[src/rtl/sgrr_pkg.sv]
// package for the scaled glyph rectangle rasteriser
// types, font table and constants shared by front, queue, back end and checker
// no dependencies
package sgrr_pkg;

  localparam int GLYPH_ROWS  = 7;
  localparam int GLYPH_COLS  = 5;
  localparam int GLYPH_BITS  = GLYPH_ROWS * GLYPH_COLS;
  localparam int QUEUE_DEPTH = 2;
  localparam int FONT_LETTERS = 26;

  localparam logic [11:0] SCREEN_WIDTH_RESET  = 12'd1024;
  localparam logic [11:0] SCREEN_HEIGHT_RESET = 12'd768;

  localparam logic [7:0] CODE_SPACE = 8'h20;
  localparam logic [7:0] CODE_FIRST = 8'h41;
  localparam logic [7:0] CODE_LAST  = 8'h5A;

  typedef enum logic [0:0] {
    REG_SCREEN_WIDTH  = 1'b0,
    REG_SCREEN_HEIGHT = 1'b1
  } cfg_reg_t;

  typedef logic [GLYPH_BITS-1:0] glyph_t;

  typedef struct packed {
    logic        start_of_string;
    logic [11:0] start_x;
    logic [11:0] base_y;
    logic [7:0]  char_code;
    logic [23:0] fill_color;
    logic [4:0]  scale;
  } in_item_t;

  typedef struct packed {
    logic [11:0] rect_x;
    logic [11:0] rect_y;
    logic [4:0]  rect_w;
    logic [4:0]  rect_h;
    logic [23:0] rect_color;
    logic        last_of_char;
  } rect_t;

  // one character handed from the front to the back end
  typedef struct packed {
    logic [15:0] pen;
    logic [11:0] base_y;
    logic [23:0] color;
    logic [4:0]  scale;
    glyph_t      glyph;
  } cmd_t;

  typedef struct packed {
    logic [11:0] width;
    logic [11:0] height;
  } screen_t;

  // rows top to bottom, leftmost column in the msb of each row
  localparam glyph_t FONT [FONT_LETTERS] = '{
    {5'd14, 5'd17, 5'd17, 5'd31, 5'd17, 5'd17, 5'd17}, // A
    {5'd30, 5'd17, 5'd17, 5'd30, 5'd17, 5'd17, 5'd30}, // B
    {5'd14, 5'd17, 5'd16, 5'd16, 5'd16, 5'd17, 5'd14}, // C
    {5'd30, 5'd17, 5'd17, 5'd17, 5'd17, 5'd17, 5'd30}, // D
    {5'd31, 5'd16, 5'd16, 5'd30, 5'd16, 5'd16, 5'd31}, // E
    {5'd31, 5'd16, 5'd16, 5'd30, 5'd16, 5'd16, 5'd16}, // F
    {5'd14, 5'd17, 5'd16, 5'd23, 5'd17, 5'd17, 5'd15}, // G
    {5'd17, 5'd17, 5'd17, 5'd31, 5'd17, 5'd17, 5'd17}, // H
    {5'd31, 5'd4,  5'd4,  5'd4,  5'd4,  5'd4,  5'd31}, // I
    {5'd0,  5'd0,  5'd0,  5'd0,  5'd0,  5'd0,  5'd0 }, // J
    {5'd0,  5'd0,  5'd0,  5'd0,  5'd0,  5'd0,  5'd0 }, // K
    {5'd16, 5'd16, 5'd16, 5'd16, 5'd16, 5'd16, 5'd31}, // L
    {5'd17, 5'd27, 5'd21, 5'd21, 5'd17, 5'd17, 5'd17}, // M
    {5'd17, 5'd25, 5'd21, 5'd19, 5'd17, 5'd17, 5'd17}, // N
    {5'd14, 5'd17, 5'd17, 5'd17, 5'd17, 5'd17, 5'd14}, // O
    {5'd30, 5'd17, 5'd17, 5'd30, 5'd16, 5'd16, 5'd16}, // P
    {5'd0,  5'd0,  5'd0,  5'd0,  5'd0,  5'd0,  5'd0 }, // Q
    {5'd30, 5'd17, 5'd17, 5'd30, 5'd20, 5'd18, 5'd17}, // R
    {5'd15, 5'd16, 5'd16, 5'd14, 5'd1,  5'd1,  5'd30}, // S
    {5'd31, 5'd4,  5'd4,  5'd4,  5'd4,  5'd4,  5'd4 }, // T
    {5'd17, 5'd17, 5'd17, 5'd17, 5'd17, 5'd17, 5'd14}, // U
    {5'd17, 5'd17, 5'd17, 5'd17, 5'd17, 5'd10, 5'd4 }, // V
    {5'd0,  5'd0,  5'd0,  5'd0,  5'd0,  5'd0,  5'd0 }, // W
    {5'd0,  5'd0,  5'd0,  5'd0,  5'd0,  5'd0,  5'd0 }, // X
    {5'd17, 5'd17, 5'd10, 5'd4,  5'd4,  5'd4,  5'd4 }, // Y
    {5'd0,  5'd0,  5'd0,  5'd0,  5'd0,  5'd0,  5'd0 }  // Z
  };

  function automatic glyph_t glyph_lookup(input logic [7:0] code);
    logic [7:0] offset;
    offset = code - CODE_FIRST;
    if (code < CODE_FIRST || code > CODE_LAST) begin
      return '0;
    end
    return FONT[offset[4:0]];
  endfunction

endpackage

[src/rtl/sgrr_front.sv]
// front end: accepts characters, tracks the pen and classifies each character
// forwards characters with dots to the queue; uses sgrr_pkg
module sgrr_front (
  input  logic              clk,
  input  logic              rst,
  input  logic              in_valid,
  output logic              in_stall,
  input  sgrr_pkg::in_item_t in_data,
  input  logic              q_full,
  output logic              push,
  output sgrr_pkg::cmd_t    cmd
);
  import sgrr_pkg::*;

  logic [15:0] pen_x;
  logic [15:0] pen_x_next;
  logic [15:0] pen_cur;
  logic [7:0]  advance;
  logic [16:0] pen_sum;
  logic        is_space;
  glyph_t      glyph;
  logic        accept;

  assign in_stall = q_full;
  assign accept   = in_valid && !q_full;

  assign pen_cur  = in_data.start_of_string ? {4'd0, in_data.start_x} : pen_x;
  assign is_space = (in_data.char_code == CODE_SPACE);
  assign glyph    = glyph_lookup(in_data.char_code);

  // 4 or 6 times the scale
  always_comb begin
    if (is_space) begin
      advance = {1'b0, in_data.scale, 2'b00};
    end else begin
      advance = {1'b0, in_data.scale, 2'b00} + {2'b00, in_data.scale, 1'b0};
    end
  end

  assign pen_sum    = {1'b0, pen_cur} + {9'd0, advance};
  assign pen_x_next = pen_sum[16] ? 16'hFFFF : pen_sum[15:0];

  // only letters with dots and a non-zero scale need the back end
  assign push = accept && !is_space && (in_data.scale != 5'd0) && (glyph != '0);

  assign cmd.pen    = pen_cur;
  assign cmd.base_y = in_data.base_y;
  assign cmd.color  = in_data.fill_color;
  assign cmd.scale  = in_data.scale;
  assign cmd.glyph  = glyph;

  always_ff @(posedge clk) begin
    if (rst) begin
      pen_x <= '0;
    end else if (accept) begin
      pen_x <= pen_x_next;
    end
  end

endmodule

[src/rtl/sgrr_queue.sv]
// short command queue between front and back end
// holds DEPTH characters; uses sgrr_pkg
module sgrr_queue #(
  parameter int DEPTH = sgrr_pkg::QUEUE_DEPTH
) (
  input  logic           clk,
  input  logic           rst,
  input  logic           push,
  input  sgrr_pkg::cmd_t push_data,
  output logic           full,
  input  logic           pop,
  output logic           valid,
  output sgrr_pkg::cmd_t head
);
  import sgrr_pkg::*;

  localparam int PTR_W = (DEPTH > 1) ? $clog2(DEPTH) : 1;
  localparam int CNT_W = $clog2(DEPTH + 1);

  cmd_t             entries [DEPTH];
  logic [PTR_W-1:0] wr_ptr;
  logic [PTR_W-1:0] rd_ptr;
  logic [CNT_W-1:0] count;
  logic             do_push;
  logic             do_pop;

  assign full    = (count == CNT_W'(DEPTH));
  assign valid   = (count != '0);
  assign head    = entries[rd_ptr];
  assign do_push = push && !full;
  assign do_pop  = pop && valid;

  function automatic logic [PTR_W-1:0] ptr_inc(input logic [PTR_W-1:0] p);
    if (p == PTR_W'(DEPTH - 1)) begin
      return '0;
    end
    return p + 1'b1;
  endfunction

  always_ff @(posedge clk) begin
    if (do_push) begin
      entries[wr_ptr] <= push_data;
    end
  end

  always_ff @(posedge clk) begin
    if (rst) begin
      wr_ptr <= '0;
      rd_ptr <= '0;
      count  <= '0;
    end else begin
      if (do_push) begin
        wr_ptr <= ptr_inc(wr_ptr);
      end
      if (do_pop) begin
        rd_ptr <= ptr_inc(rd_ptr);
      end
      if (do_push && !do_pop) begin
        count <= count + 1'b1;
      end else if (do_pop && !do_push) begin
        count <= count - 1'b1;
      end
    end
  end

endmodule

[src/rtl/sgrr_back.sv]
// back end: scans the glyph one dot a cycle unless the output stalls, clips and emits rectangles
// one rectangle is held back so the last one of a character can be marked; uses sgrr_pkg
module sgrr_back (
  input  logic              clk,
  input  logic              rst,
  input  sgrr_pkg::screen_t screen,
  input  logic              q_valid,
  input  sgrr_pkg::cmd_t    q_head,
  output logic              q_pop,
  output logic              out_valid,
  input  logic              out_stall,
  output sgrr_pkg::rect_t   out_data
);
  import sgrr_pkg::*;

  typedef enum logic [2:0] {
    ST_IDLE  = 3'b001,
    ST_SCAN  = 3'b010,
    ST_FLUSH = 3'b100
  } state_t;

  state_t      state;
  glyph_t      shift;
  logic [16:0] x_acc;
  logic [12:0] y_acc;
  logic [2:0]  col;
  logic [15:0] pen;
  logic [4:0]  scale;
  logic [23:0] color;
  logic        pend_valid;
  rect_t       pend;

  logic        in_x;
  logic        in_y;
  logic        cand;
  logic [17:0] x_end;
  logic [13:0] y_end;
  logic [11:0] w_room;
  logic [11:0] h_room;
  logic [4:0]  cand_w;
  logic [4:0]  cand_h;
  logic        out_free;
  logic        step;
  logic        load_mid;
  logic        load_last;

  assign in_x = x_acc < {5'd0, screen.width};
  assign in_y = y_acc < {1'b0, screen.height};
  assign cand = (state == ST_SCAN) && shift[GLYPH_BITS-1] && in_x && in_y;

  // clip against the right and bottom edges
  assign x_end  = {1'b0, x_acc} + {13'd0, scale};
  assign y_end  = {1'b0, y_acc} + {9'd0, scale};
  assign w_room = screen.width - x_acc[11:0];
  assign h_room = screen.height - y_acc[11:0];
  assign cand_w = (x_end > {6'd0, screen.width})  ? w_room[4:0] : scale;
  assign cand_h = (y_end > {2'd0, screen.height}) ? h_room[4:0] : scale;

  assign out_free  = !out_valid || !out_stall;
  assign step      = (state == ST_SCAN) && !(cand && pend_valid && !out_free);
  assign load_mid  = step && cand && pend_valid;
  assign load_last = (state == ST_FLUSH) && pend_valid && out_free;
  assign q_pop     = (state == ST_IDLE) && q_valid;

  always_ff @(posedge clk) begin
    if (rst) begin
      state      <= ST_IDLE;
      pend_valid <= 1'b0;
      out_valid  <= 1'b0;
    end else begin
      case (state)
        ST_IDLE: begin
          if (q_valid) begin
            state <= ST_SCAN;
          end
        end
        ST_SCAN: begin
          if (step && (shift[GLYPH_BITS-2:0] == '0)) begin
            state <= ST_FLUSH;
          end
        end
        ST_FLUSH: begin
          if (!pend_valid || out_free) begin
            state <= ST_IDLE;
          end
        end
        default: begin
          state <= ST_IDLE;
        end
      endcase
      if (step && cand) begin
        pend_valid <= 1'b1;
      end else if (load_last) begin
        pend_valid <= 1'b0;
      end
      if (load_mid || load_last) begin
        out_valid <= 1'b1;
      end else if (!out_stall) begin
        out_valid <= 1'b0;
      end
    end
  end

  // datapath
  always_ff @(posedge clk) begin
    if (q_pop) begin
      shift <= q_head.glyph;
      pen   <= q_head.pen;
      scale <= q_head.scale;
      color <= q_head.color;
      x_acc <= {1'b0, q_head.pen};
      y_acc <= {1'b0, q_head.base_y};
      col   <= '0;
    end else if (step) begin
      shift <= shift << 1;
      if (col == 3'(GLYPH_COLS - 1)) begin
        col   <= '0;
        x_acc <= {1'b0, pen};
        y_acc <= y_acc + {8'd0, scale};
      end else begin
        col   <= col + 3'd1;
        x_acc <= x_acc + {12'd0, scale};
      end
    end
    if (step && cand) begin
      pend.rect_x       <= x_acc[11:0];
      pend.rect_y       <= y_acc[11:0];
      pend.rect_w       <= cand_w;
      pend.rect_h       <= cand_h;
      pend.rect_color   <= color;
      pend.last_of_char <= 1'b0;
    end
    // the held-back rectangle is the last one once the scan is over
    if (load_mid || load_last) begin
      out_data <= {pend.rect_x, pend.rect_y, pend.rect_w, pend.rect_h, pend.rect_color,
                   load_last};
    end
  end

endmodule

[src/rtl/scaled_glyph_rect_rasterizer.sv]
// top level of the scaled glyph rectangle rasteriser
// instantiates sgrr_front, sgrr_queue and sgrr_back; uses sgrr_pkg
//
// Draws one character per input beat from a built-in 5x7 font of twenty capitals
// as one fill rectangle (scale by scale pixels) per set dot, scanning rows from the
// top and each row from the left. Rectangles whose origin is off screen are dropped,
// the others are clipped to the screen width and height; last_of_char marks the
// final rectangle of a character. start_of_string loads the pen from start_x, after
// which the pen advances by 6*scale (4*scale for a space) and saturates at 65535.
// Spaces, unknown codes, blank glyphs and scale zero are accepted at the input and
// produce nothing. A drawable character is popped from the queue, scanned one dot
// position at a time up to its last set dot (at most 35 positions), and then its
// held-back rectangle is released.
// The front end and the back end are parted by a short queue, so characters keep
// being accepted while earlier ones are drawn; an output register holds each beat.
// screen_width and screen_height are written through cfg_we/cfg_index/cfg_data and
// must only change while no character is in flight.
module scaled_glyph_rect_rasterizer #(
  parameter int QUEUE_DEPTH = sgrr_pkg::QUEUE_DEPTH
) (
  input  logic               clk,
  input  logic               rst,
  // character input
  input  logic               in_valid,
  output logic               in_stall,
  input  sgrr_pkg::in_item_t in_data,
  // rectangle output
  output logic               out_valid,
  input  logic               out_stall,
  output sgrr_pkg::rect_t    out_data,
  // configuration writes
  input  logic               cfg_we,
  input  logic [0:0]         cfg_index,
  input  logic [11:0]        cfg_data
);
  import sgrr_pkg::*;

  screen_t screen;
  logic    q_full;
  logic    q_push;
  cmd_t    q_push_data;
  logic    q_valid;
  logic    q_pop;
  cmd_t    q_head;

  // screen limit registers
  always_ff @(posedge clk) begin
    if (rst) begin
      screen.width  <= SCREEN_WIDTH_RESET;
      screen.height <= SCREEN_HEIGHT_RESET;
    end else if (cfg_we) begin
      case (cfg_reg_t'(cfg_index))
        REG_SCREEN_WIDTH:  screen.width  <= cfg_data;
        REG_SCREEN_HEIGHT: screen.height <= cfg_data;
        default: begin
          screen <= screen;
        end
      endcase
    end
  end

  // pen tracking and character classification
  sgrr_front u_front (
    .clk      (clk),
    .rst      (rst),
    .in_valid (in_valid),
    .in_stall (in_stall),
    .in_data  (in_data),
    .q_full   (q_full),
    .push     (q_push),
    .cmd      (q_push_data)
  );

  // decouples input acceptance from drawing
  sgrr_queue #(
    .DEPTH (QUEUE_DEPTH)
  ) u_queue (
    .clk       (clk),
    .rst       (rst),
    .push      (q_push),
    .push_data (q_push_data),
    .full      (q_full),
    .pop       (q_pop),
    .valid     (q_valid),
    .head      (q_head)
  );

  // dot scan, clipping and output register
  sgrr_back u_back (
    .clk       (clk),
    .rst       (rst),
    .screen    (screen),
    .q_valid   (q_valid),
    .q_head    (q_head),
    .q_pop     (q_pop),
    .out_valid (out_valid),
    .out_stall (out_stall),
    .out_data  (out_data)
  );

endmodule

[config.mk]
export PLATFORM = sky130hd
export DESIGN_NAME = scaled_glyph_rect_rasterizer
export DESIGN_NICKNAME = d
export VERILOG_FILES = /design/src/rtl/sgrr_pkg.sv /design/src/rtl/sgrr_front.sv /design/src/rtl/sgrr_queue.sv /design/src/rtl/sgrr_back.sv /design/src/rtl/scaled_glyph_rect_rasterizer.sv
export SDC_FILE = /design/constraint.sdc
export NUM_CORES = 1
export LEC_CHECK = 0
export BUFFER_PORTS_ARGS = -buffer_cell sky130_fd_sc_hd__buf_2
export CAP_MARGIN = 5
export CORE_MARGIN = 10
export CORE_UTILIZATION = 41
export CTS_CLUSTER_SIZE = 10
export DETAILED_ROUTE_END_ITERATION = 16
export MAX_ROUTING_LAYER = met4
export PLACE_DENSITY_LB_ADDON = 0.3
export SYNTH_ARGS = -nofsm -noshare
export SYNTH_HDL_FRONTEND = slang
export SYNTH_HIERARCHICAL = 1
export SYNTH_SLANG_ARGS = --single-unit
export TNS_END_PERCENT = 20
[constraint.sdc]
create_clock -name clk -period 7.3 [get_ports clk]
set_input_delay 0.73 -clock clk [delete_from_list [all_inputs] [get_ports clk]]
set_output_delay 0.73 -clock clk [all_outputs]
set_load 0.02 [all_outputs]
==> flow_summary.toml <==
[run_status]
status = "finished clean"

[global_routing]
grt_first_pass_wirelength_mm = 71.97
antenna_found_initial = 1
grt_max_degree = 81
grt_pass1_vias = 12620
grt_overflow_total = 0
track_usage = 0.1483

[clocking]
cts_buffer_depth = 3
clock-sinks = 464
post_cts_buffers = 0
hold_buffers = 0
cts_root_buffer = "clkbuf_16"
clk_pin_slew_ns = 0.05
htreeDepth = 2
cts_buffers = 53
cts-resized-gates = 0
cts_tree = "yes"
clkLatencyLatePin_ns = 0.57

[die]
die_x_um = 248.6
die-area_sq_um = 61820
die_y_um = 248.6
io_pins = 141
start_util = 0.4161
fp-row-count = 83
coreArea_sq_um = 51510

[timing]
rsz0062_at_grt = "false"
setup_tns_ns = 0
finalHoldViolCount = 0
slew_violations = 0
worst_slew_pin_slew_ns = 1.193
max_slew_margin = 0.2002
min_period_ns = 5.467
final.period_utilization = 0.7490
clock-skew-final_ns = 0.01674
fmax_mhz = 182.9
setup_viol = 0

[pwr]
power_frac_comb = 0.299
switching_power_uw = 2961
clock_power_share = 0.259
leakage_uw = 0.008866
netSwitchingFraction = 0.3237
p_seq_frac = 0.443
report.power.total_uw = 9148
internal_power_uw = 6187
peakVddDrop_uv = 292.1
p_per_area_nw_per_um2 = 381.0

[setup_path]
required_ns = 7.48
crit_chain = "buf_2, inv_1, ha_1, ha_1, inv_2, ha_1, a31oi_1, nor3b_1, o32ai_1, nor4_1, a21oi_1, inv_1, or3_1, clkinv_2, buf_4"
path_common_cell = "ha_1"
cp-start-kind = "input pin"
arrival_ns = 5.64
cp-end-kind = "register"
path_buf_inv = 6
cp_slowest_cell = "buf_4"
path_class = "input pin to register"
cp_slowest_stage_delay_ns = 0.87
crit_fanout = 80
cp_top_family = "buffers and inverters"

[layout]
area_growth_pct = 12.04
nets = 1892
drive_above_1_share = 0.2121
multiInputGateArea_sq_um = 7133
fillers = 4608
final_common_cell = "edfxtp_1"
seqCellArea_sq_um = 13390
layout_common_cells = "409 x edfxtp_1, 172 x nand2_1, 140 x buf_2, 114 x mux2_2, 96 x ha_1"

[detailed_routing]
drt_pass1_iterations = 5
ant_nets = 0
dr.first_iter.drc_count = 847
drc = 0
wl_mm = 46.01
avgRoutedWirePerCell_um = 18.89
vias_per_cell = 5.168
via_count = 12589

[place]
routabilityCongestion = 0.8606
hpwl_mm = 32.00
io_buffers = 140

[logic_synthesis]
ys_async_sr_fraction = 0
ys_seq_area_frac = 0.6244
synth_cells = 1605
syn_area_per_cell_sq_um = 13.35
synthTopCellsByArea = "edfxtp_1 57%, mux2_2 6.0%, ha_1 5.6%, dfxtp_1 5.1%, nand2_1 3.0%"
synth_top_area_frac = 0.5731
synthFlopType = "edfxtp_1"
synth_edf_count = 409
yosysWarningCount = 6
syn-cell-area_sq_um = 21430
yosys.cell_types.count = 92
yosysTopAreaCell = "edfxtp_1"
synth_seq_cells = 464

[worst_hold_path]
hp-class = "input pin to register"

[job]
cap_violations = 0
## through the flow
step	utilization	instances	hold slack [ns]	cell area (sq um)	setup WS, ns
floorplan	-	1606	0.4003	21440	1.541
global placement	0.4357	2335	0.4006	22440	1.214
detailed placement	0.4357	2335	0.4045	22440	1.226
CTS	0.4661	2434	0.3232	24010	1.802
global route	0.4661	2435	0.3338	24010	1.401
finish	0.4662	2436	0.3553	24010	1.833
## registers in the layout (all words and copies together) (netlist names), 13 cells and up, named ones only
register and count:
u_back/color 24, u_front/pen_x 16, u_queue/entries 184, screen 24, u_back/shift 35, u_back/pend 58, u_back/x_acc 17, u_back/y_acc 13
u_back/out_data 59, u_back/pen 16
## Yosys cell counts, types with 4 or more instances
cell type  count
o21ai_0       43
buf_4         50
o21ai_1        5
edfxtp_1     409
nand2b_1      36
nor2_1        76
a31oi_1        5
buf_6         10
nor4_1        16
fa_1           6
dfxtp_1       55
xor2_1        14
mux2i_1       39
a21o_1        17
clkbuf_1      23
and2_1         6
inv_1         72
nand3b_1       5
nand2_1      172
nand3_1       31
xnor2_1       31
nor2b_1       14
a21oi_1       69
o31ai_1        4
nand4_1        9
ha_1          96
buf_2          8
and3_1        11
nor3_1        20
buf_1          9
or3_1          6
o211ai_1       9
a211oi_1      28
mux2_2       114
## cells by family (layout without fill, tap and decap cells)
logic type	Yosys count	in the layout	synth area share
flops	464	464	0.6244
simple gates	438	438	0.1022
compound gates	224	224	0.06854
buf+inv	175	323	0.04431
mux	155	155	0.07951
fa+ha+maj	102	102	0.06165
xor+xnor	46	46	0.01915
other cells	1	4	0.0001750
## power groups by stage
stage	registers, uW	clock network, uW	logic (uW)
finish	4050	2370	2730
global route	4100	2550	3090
CTS	4050	2440	2760
detailed placement	4100	0	2740
global placement	4080	0	2670
floorplan	3970	0	2130
## final timing paths
check,from,endpoint,slack [ns],depth (start not counted)
min reg2reg,u_back/color[22]$_DFFE_PP_,u_back/pend[23]$_DFFE_PP_,0.42,0
max,in_data[29],u_queue/entries[0][63]$_DFFE_PP_,1.83,15
min,in_data[38],u_queue/entries[0][65]$_DFFE_PP_,0.36,1
max reg2reg,u_back/scale[0]$_DFFE_PP_,u_back/pend[32]$_DFFE_PP_,3.26,14
## routing by layer
| layer | vias to the layer above | global-route usage | wire, um |
|---|---|---|---|
| met4 | 0 | 0.03960 | 870 |
| met5 | - | - | 0 |
| met1 | 6152 | 0.1976 | 21470 |
| li1 | 6083 | - | - |
| met3 | 71 | 0.02172 | 1844 |
| met2 | 283 | 0.2334 | 21830 |
## cell type report
cell class	instances	area share
sequential	464	0.5575
multi-input combinational	967	0.2971
clock buffer	93	0.06279
tap	680	0.03543
timing repair buffer	151	0.03314
inverter	73	0.01152
clock inverter	6	0.002397
antenna	2	0.0002084
Note: power is estimated with default switching activity, not from simulation.
